[src/sv/ttv_pkg.sv]
package ttv_pkg;

    // default field widths
    localparam int POSITION_WIDTH_DEF = 32;
    localparam int TEXCOORD_WIDTH_DEF = 24;

    // multiplier digit per step
    localparam int DIGIT_W = 8;
    // normalized magnitude width
    localparam int NORM_W = 31;
    // sum of squares and root widths
    localparam int SQ_W = 64;
    localparam int LEN_W = 32;
    localparam int SQRT_STEPS = 32;
    // output format
    localparam int FRAC_BITS = 14;
    localparam int QUO_W = 15;
    localparam int OUT_W = 16;
    localparam int DIV_W = NORM_W + FRAC_BITS + 1;
    // products per triangle and tangent components
    localparam int PROD_COUNT = 8;
    localparam int COMP_COUNT = 3;

    // controller to datapath commands
    typedef struct packed {
        logic       capture;
        logic [1:0] slot;
        logic       mul_load;
        logic       mul_step;
        logic       mul_acc;
        logic [2:0] prod_idx;
        logic       norm_load;
        logic       norm_step;
        logic       sq_clear;
        logic       sq_mul;
        logic       sq_add;
        logic [1:0] comp_idx;
        logic       sqrt_init;
        logic       sqrt_step;
        logic       div_init;
        logic       div_step;
        logic       div_store;
        logic       out_load;
    } ttv_cmd_t;

    // datapath to controller status
    typedef struct packed {
        logic degen;
        logic norm_done;
    } ttv_status_t;

    // controller states, one-hot
    typedef enum logic [12:0] {
        ST_IDLE      = 13'b0000000000001,
        ST_MLOAD     = 13'b0000000000010,
        ST_MSTEP     = 13'b0000000000100,
        ST_MACC      = 13'b0000000001000,
        ST_NLOAD     = 13'b0000000010000,
        ST_NORM      = 13'b0000000100000,
        ST_SQ        = 13'b0000001000000,
        ST_SQRT_INIT = 13'b0000010000000,
        ST_SQRT      = 13'b0000100000000,
        ST_DIV_INIT  = 13'b0001000000000,
        ST_DIV       = 13'b0010000000000,
        ST_DIV_STORE = 13'b0100000000000,
        ST_OUT       = 13'b1000000000000
    } ttv_state_t;

endpackage

[src/sv/ttv_ctrl.sv]
module ttv_ctrl #(
    parameter int TEXCOORD_WIDTH = ttv_pkg::TEXCOORD_WIDTH_DEF
) (
    input  logic                 clk,
    input  logic                 rst_n,
    input  logic                 in_valid,
    output logic                 in_ready,
    output logic                 out_valid,
    input  logic                 out_ready,
    input  ttv_pkg::ttv_status_t status,
    output ttv_pkg::ttv_cmd_t    cmd
);

    localparam int BW = TEXCOORD_WIDTH + 1;
    localparam int ND = (BW + ttv_pkg::DIGIT_W - 1) / ttv_pkg::DIGIT_W;
    localparam int CW = $clog2(ttv_pkg::SQRT_STEPS);

    ttv_pkg::ttv_state_t state_reg, state_next;
    logic [1:0]    slot_reg, slot_next;
    logic [CW-1:0] cnt_reg, cnt_next;
    logic [2:0]    idx_reg, idx_next;
    logic          out_valid_reg, out_valid_next;
    logic          in_fire;

    assign in_ready  = (state_reg == ttv_pkg::ST_IDLE);
    assign in_fire   = in_valid && in_ready;
    assign out_valid = out_valid_reg;

    // state and counters
    always_ff @(posedge clk or negedge rst_n)
    begin
        if (!rst_n)
        begin
            state_reg     <= ttv_pkg::ST_IDLE;
            slot_reg      <= '0;
            cnt_reg       <= '0;
            idx_reg       <= '0;
            out_valid_reg <= 1'b0;
        end
        else
        begin
            state_reg     <= state_next;
            slot_reg      <= slot_next;
            cnt_reg       <= cnt_next;
            idx_reg       <= idx_next;
            out_valid_reg <= out_valid_next;
        end
    end

    // sequencing
    always_comb
    begin
        state_next     = state_reg;
        slot_next      = slot_reg;
        cnt_next       = cnt_reg;
        idx_next       = idx_reg;
        out_valid_next = out_valid_reg && !out_ready;
        cmd            = '0;
        cmd.slot       = slot_reg;
        cmd.prod_idx   = idx_reg;
        cmd.comp_idx   = idx_reg[1:0];
        cmd.capture    = in_fire;

        unique case (state_reg)
            ttv_pkg::ST_IDLE:
            begin
                if (in_fire)
                begin
                    if (slot_reg < 2'd2)
                    begin
                        slot_next = slot_reg + 2'd1;
                    end
                    else
                    begin
                        slot_next  = '0;
                        idx_next   = '0;
                        state_next = ttv_pkg::ST_MLOAD;
                    end
                end
            end
            ttv_pkg::ST_MLOAD:
            begin
                cmd.mul_load = 1'b1;
                cnt_next     = '0;
                state_next   = ttv_pkg::ST_MSTEP;
            end
            ttv_pkg::ST_MSTEP:
            begin
                cmd.mul_step = 1'b1;
                cnt_next     = cnt_reg + 1'b1;
                if (cnt_reg == CW'(ND - 1))
                begin
                    state_next = ttv_pkg::ST_MACC;
                end
            end
            ttv_pkg::ST_MACC:
            begin
                cmd.mul_acc = 1'b1;
                idx_next    = idx_reg + 3'd1;
                if (idx_reg == 3'(ttv_pkg::PROD_COUNT - 1))
                begin
                    state_next = ttv_pkg::ST_NLOAD;
                end
                else
                begin
                    state_next = ttv_pkg::ST_MLOAD;
                end
            end
            ttv_pkg::ST_NLOAD:
            begin
                cmd.norm_load = 1'b1;
                cnt_next      = '0;
                if (status.degen)
                begin
                    state_next = ttv_pkg::ST_OUT;
                end
                else
                begin
                    state_next = ttv_pkg::ST_NORM;
                end
            end
            ttv_pkg::ST_NORM:
            begin
                if (status.norm_done)
                begin
                    state_next = ttv_pkg::ST_SQ;
                end
                else
                begin
                    cmd.norm_step = 1'b1;
                end
            end
            ttv_pkg::ST_SQ:
            begin
                // square-and-add pipeline over three components
                cmd.comp_idx = cnt_reg[1:0];
                cmd.sq_clear = (cnt_reg == '0);
                cmd.sq_mul   = (cnt_reg < CW'(ttv_pkg::COMP_COUNT));
                cmd.sq_add   = (cnt_reg != '0);
                cnt_next     = cnt_reg + 1'b1;
                if (cnt_reg == CW'(ttv_pkg::COMP_COUNT))
                begin
                    state_next = ttv_pkg::ST_SQRT_INIT;
                end
            end
            ttv_pkg::ST_SQRT_INIT:
            begin
                cmd.sqrt_init = 1'b1;
                cnt_next      = '0;
                state_next    = ttv_pkg::ST_SQRT;
            end
            ttv_pkg::ST_SQRT:
            begin
                cmd.sqrt_step = 1'b1;
                cnt_next      = cnt_reg + 1'b1;
                if (cnt_reg == CW'(ttv_pkg::SQRT_STEPS - 1))
                begin
                    idx_next   = '0;
                    state_next = ttv_pkg::ST_DIV_INIT;
                end
            end
            ttv_pkg::ST_DIV_INIT:
            begin
                cmd.div_init = 1'b1;
                cnt_next     = '0;
                state_next   = ttv_pkg::ST_DIV;
            end
            ttv_pkg::ST_DIV:
            begin
                cmd.div_step = 1'b1;
                cnt_next     = cnt_reg + 1'b1;
                if (cnt_reg == CW'(ttv_pkg::QUO_W - 1))
                begin
                    state_next = ttv_pkg::ST_DIV_STORE;
                end
            end
            ttv_pkg::ST_DIV_STORE:
            begin
                cmd.div_store = 1'b1;
                idx_next      = idx_reg + 3'd1;
                if (idx_reg == 3'(ttv_pkg::COMP_COUNT - 1))
                begin
                    state_next = ttv_pkg::ST_OUT;
                end
                else
                begin
                    state_next = ttv_pkg::ST_DIV_INIT;
                end
            end
            ttv_pkg::ST_OUT:
            begin
                // wait for the output register to free up
                if (!out_valid_reg || out_ready)
                begin
                    cmd.out_load   = 1'b1;
                    out_valid_next = 1'b1;
                    state_next     = ttv_pkg::ST_IDLE;
                end
            end
            default:
            begin
                state_next = ttv_pkg::ST_IDLE;
            end
        endcase
    end

endmodule

[config.mk]
export PLATFORM = sky130hd
export DESIGN_NAME = ttv_ctrl
export DESIGN_NICKNAME = d
export VERILOG_FILES = /design/src/sv/ttv_pkg.sv /design/src/sv/ttv_ctrl.sv
export SDC_FILE = /design/constraint.sdc
export NUM_CORES = 1
export LEC_CHECK = 0
export BUFFER_PORTS_ARGS = -buffer_cell sky130_fd_sc_hd__buf_4
export CAP_MARGIN = 20
export CORE_MARGIN = 2
export CORE_UTILIZATION = 55
export CTS_CLUSTER_DIAMETER = 100
export DETAILED_ROUTE_END_ITERATION = 8
export MAX_ROUTING_LAYER = met4
export PLACE_DENSITY_LB_ADDON = 0.05
export SYNTH_ARGS = -nofsm -noshare
export SYNTH_HDL_FRONTEND = slang
export SYNTH_SLANG_ARGS = --single-unit
[constraint.sdc]
create_clock -name clk -period 5.91 [get_ports clk]
set_input_delay 0.2955 -clock clk [delete_from_list [all_inputs] [get_ports clk]]
set_output_delay 0.2955 -clock clk [all_outputs]
set_load 0.05 [all_outputs]
==> flow_metrics.py <==
metrics = {
    "floorplan": {
        "std_cell_rows": 19,
        "start_util_pct": 56.8,
        "pin_count": 30,
        "dieArea_sq_um": 3240,
        "die_x_um": 56.9,
        "chipHeight_um": 56.9,
        "core_area_sq_um": 2710,
    },
    "worst_hold_path": {
        "hold_end": "state_reg[12]",
        "hp-class": "input port to flop",
        "hold_start": "status[1]",
        "hold_path_depth": 2,
    },
    "sta": {
        "max_freq_ghz": 0.369,
        "timing.final.crit_period_ns": 2.71,
        "worstMarginPinSlew_ns": 0.733,
        "report.final.setup_viol": 0,
        "finClkSkew_ns": 0.00250,
        "holdWs_ns": 0.217,
        "min_period_over_period_pct": 45.9,
        "finalWorstSetupSlack_ns": 3.20,
        "finalHoldViolCount": 0,
        "rsz0062_at_grt": "false",
        "max_slew_margin_pct": 50.4,
        "drv_slew": 0,
        "setup_tns_ns": 0,
    },
    "worst_setup_path": {
        "cp-start-kind": "flop",
        "r2r_setup_slack_ns": 3.50,
        "path_max_fanout": 10,
        "critical-path-max-stage-delay_ns": 0.46,
        "rr_startpoint": "state_reg[1]",
        "critical_path_buf_inv_count": 1,
        "reg2regPathDepth": 5,
        "path_cells": "nor4_2 -> nand2b_1 -> nor2_1 -> mux2_2 -> buf_4",
        "r2r_end": "state_reg[9]",
        "endpoint_kind": "output pin",
        "critPathTopFamily": "simple AND/OR/NAND/NOR gates",
        "criticalPathCategory": "flop to output pin",
        "required_ns": 5.61,
        "cpMaxStageDelayCell": "dfrtp_1",
        "crit_arrival_ns": 2.42,
    },
    "power_and_ir_drop": {
        "irDropWorstVdd_uv": 269,
        "powerDensity_nw_per_um2": 356,
        "p_leak_nw": 0.939,
    },
    "synthesis": {
        "syn_inst": 161,
        "ys_ff_latch": 24,
        "synth_edf_count": 0,
        "synth.avg_cell_area_sq_um": 9.57,
        "synth_seq_area_share_pct": 39.1,
        "synth-main-ff-cell": "dfrtp_1",
        "synth_cell_types": 49,
        "synth_area_sq_um": 1540,
        "synth_nets": 174,
        "ys_warn_count": 0,
        "postSynth.asyncResetShare_pct": 100,
    },
    "clock_tree": {
        "clk_path_buf_depth": 2,
        "cts-buffers-inserted": 3,
        "path_clk_slew_ns": 0.13,
        "clock_latency_ns": 0.32,
        "tritoncts": "yes",
        "clockRootBuffer": "clkbuf_4",
        "cts_max_level": 1,
        "post_cts_buffers": 0,
        "cts_sinks": 24,
    },
    "placement": {
        "portBuffers": 29,
        "dp_slack_ns": 3.57,
        "gp_congestion": 0.931,
        "dp_hpwl_mm": 2.69,
    },
    "global_routing": {
        "antenna_found_initial": 0,
        "first_global_vias": 1251,
        "track_usage_pct": 24.1,
        "grt_start_max_net_pins": 25,
        "grt_overflow": 0,
        "grt_pass1_wl_mm": 5.81,
    },
    "final_layout": {
        "antenna_cells": 0,
        "largest_register_ffs": 13,
        "syn_to_final_growth_pct": 18.6,
        "drive_above_1_share_pct": 24.0,
        "nets": 206,
    },
    "detailed_routing": {
        "drtPass1Iterations": 4,
        "avgRoutedWirePerCell_um": 16.1,
        "via_per_inst": 6.07,
        "initialDrtViolationCount": 41,
        "ant_nets": 0,
        "num_vias": 1353,
        "drt-total-wl_mm": 3.60,
        "drc": 0,
    },
    "outcome": {
        "status": "complete, no violations",
    },
    "run": {
        "drv_cap": 0,
    },
}
==> Yosys cell counts, types with 2 or more instances <==
cell type,instances,area (sq um)
ha_1,7,87.6
and4b_1,2,20.0
nand4_1,2,12.5
mux2_2,2,22.5
nor3_1,11,55.1
a21oi_1,5,25.0
a21o_1,4,30.0
nor4b_1,5,43.8
o31ai_1,2,15.0
nor4_2,3,37.5
nand2b_1,4,25.0
and3_1,5,31.3
a211oi_1,3,22.5
nand3_1,3,15.0
or3_1,2,12.5
a22o_1,5,43.8
inv_1,11,41.3
nor2b_1,4,25.0
nand2_1,10,37.5
or2_2,2,12.5
o21ai_0,5,25.0
nand3b_1,2,15.0
dfrtp_1,23,576
nor2_1,14,52.6
==> layout make-up <==
cell class | instances | area [sq um]
Sequential cell | 24 | 602
Tap cell | 31 | 38.8
Inverter | 11 | 41.3
Multi-Input combinational cell | 123 | 881
Clock buffer | 4 | 36.3
Timing Repair Buffer | 30 | 228
Fill cell | 224 | 883
==> routing by layer <==
metal / wire length [um] / track usage (%) / up-vias
met3: 224 / 4.38 / 8
li1: - / - / 663
met1: 1650 / 32.7 / 634
met5: 0 / - / -
met2: 1660 / 35.8 / 48
met4: 63 / 9.63 / 0
==> worst max path at each step <==
stage / cells past startpoint / startpoint / endpoint / slack (ns)
detailed placement: 5 / state_reg[9] / cmd[7] / 3.57
floorplan: 6 / state_reg[9] / state_reg[6] / 3.07
global placement: 5 / state_reg[9] / cmd[7] / 3.59
CTS: 5 / state_reg[9] / cmd[7] / 3.20
finish: 5 / state_reg[9] / cmd[7] / 3.20
global route: 5 / state_reg[2] / cmd[7] / 3.02
==> cells in the final DEF, fill, tap and decap left out, drive strengths merged, types with 6 or more instances in the layout <==
| master | n |
|---|---|
| nor3 | 11 |
| ha | 7 |
| nor2 | 14 |
| dfrtp | 23 |
| o21ai | 6 |
| nand2 | 10 |
| buf | 29 |
| inv | 11 |
==> report_power, final <==
group | leakage, nW | internal, mW | switching, mW
clock network | 0.0210 | 0.0377 | 0.0504
registers | 0.326 | 0.193 | 0.0366
logic | 0.592 | 0.111 | 0.223
==> logic make-up (layout without fill, tap and decap cells) <==
logic type | count (synthesis) | count (layout) | share of synthesized area (%)
buffers and inverters | 14 | 45 | 3.74
and+or+nand+nor | 79 | 79 | 33.2
adders and majority gates | 7 | 7 | 5.69
xor gates and xnor gates | 2 | 2 | 1.14
muxes | 3 | 3 | 2.19
AOI/OAI and AO/OA | 32 | 32 | 14.9
DFF | 24 | 24 | 39.1
==> what timing repair did <==
item | 4_1_cts | 5_1_grt
endpoints found under the hold margin | 23 | 0
hold buffers | 1 | 0
resized for setup | 0 | 0
==> metrics by stage <==
step	cells	power (mW)	util, %	area, sq um
floorplan	161	0.475	-	1540
global route	223	0.694	67.4	1830
detailed placement	218	0.563	65.7	1780
CTS	223	0.651	67.4	1830
finish	223	0.651	67.4	1830
global placement	218	0.558	65.7	1780
==> worst register-to-register path: cells and delay by family (launching register included) <==
kind	cells	cell delay [ns]
DFF	1	0.51
and+or+nand+nor	3	1.02
AOI/OAI and AO/OA	2	0.80
(Power assumes the default switching activity.)
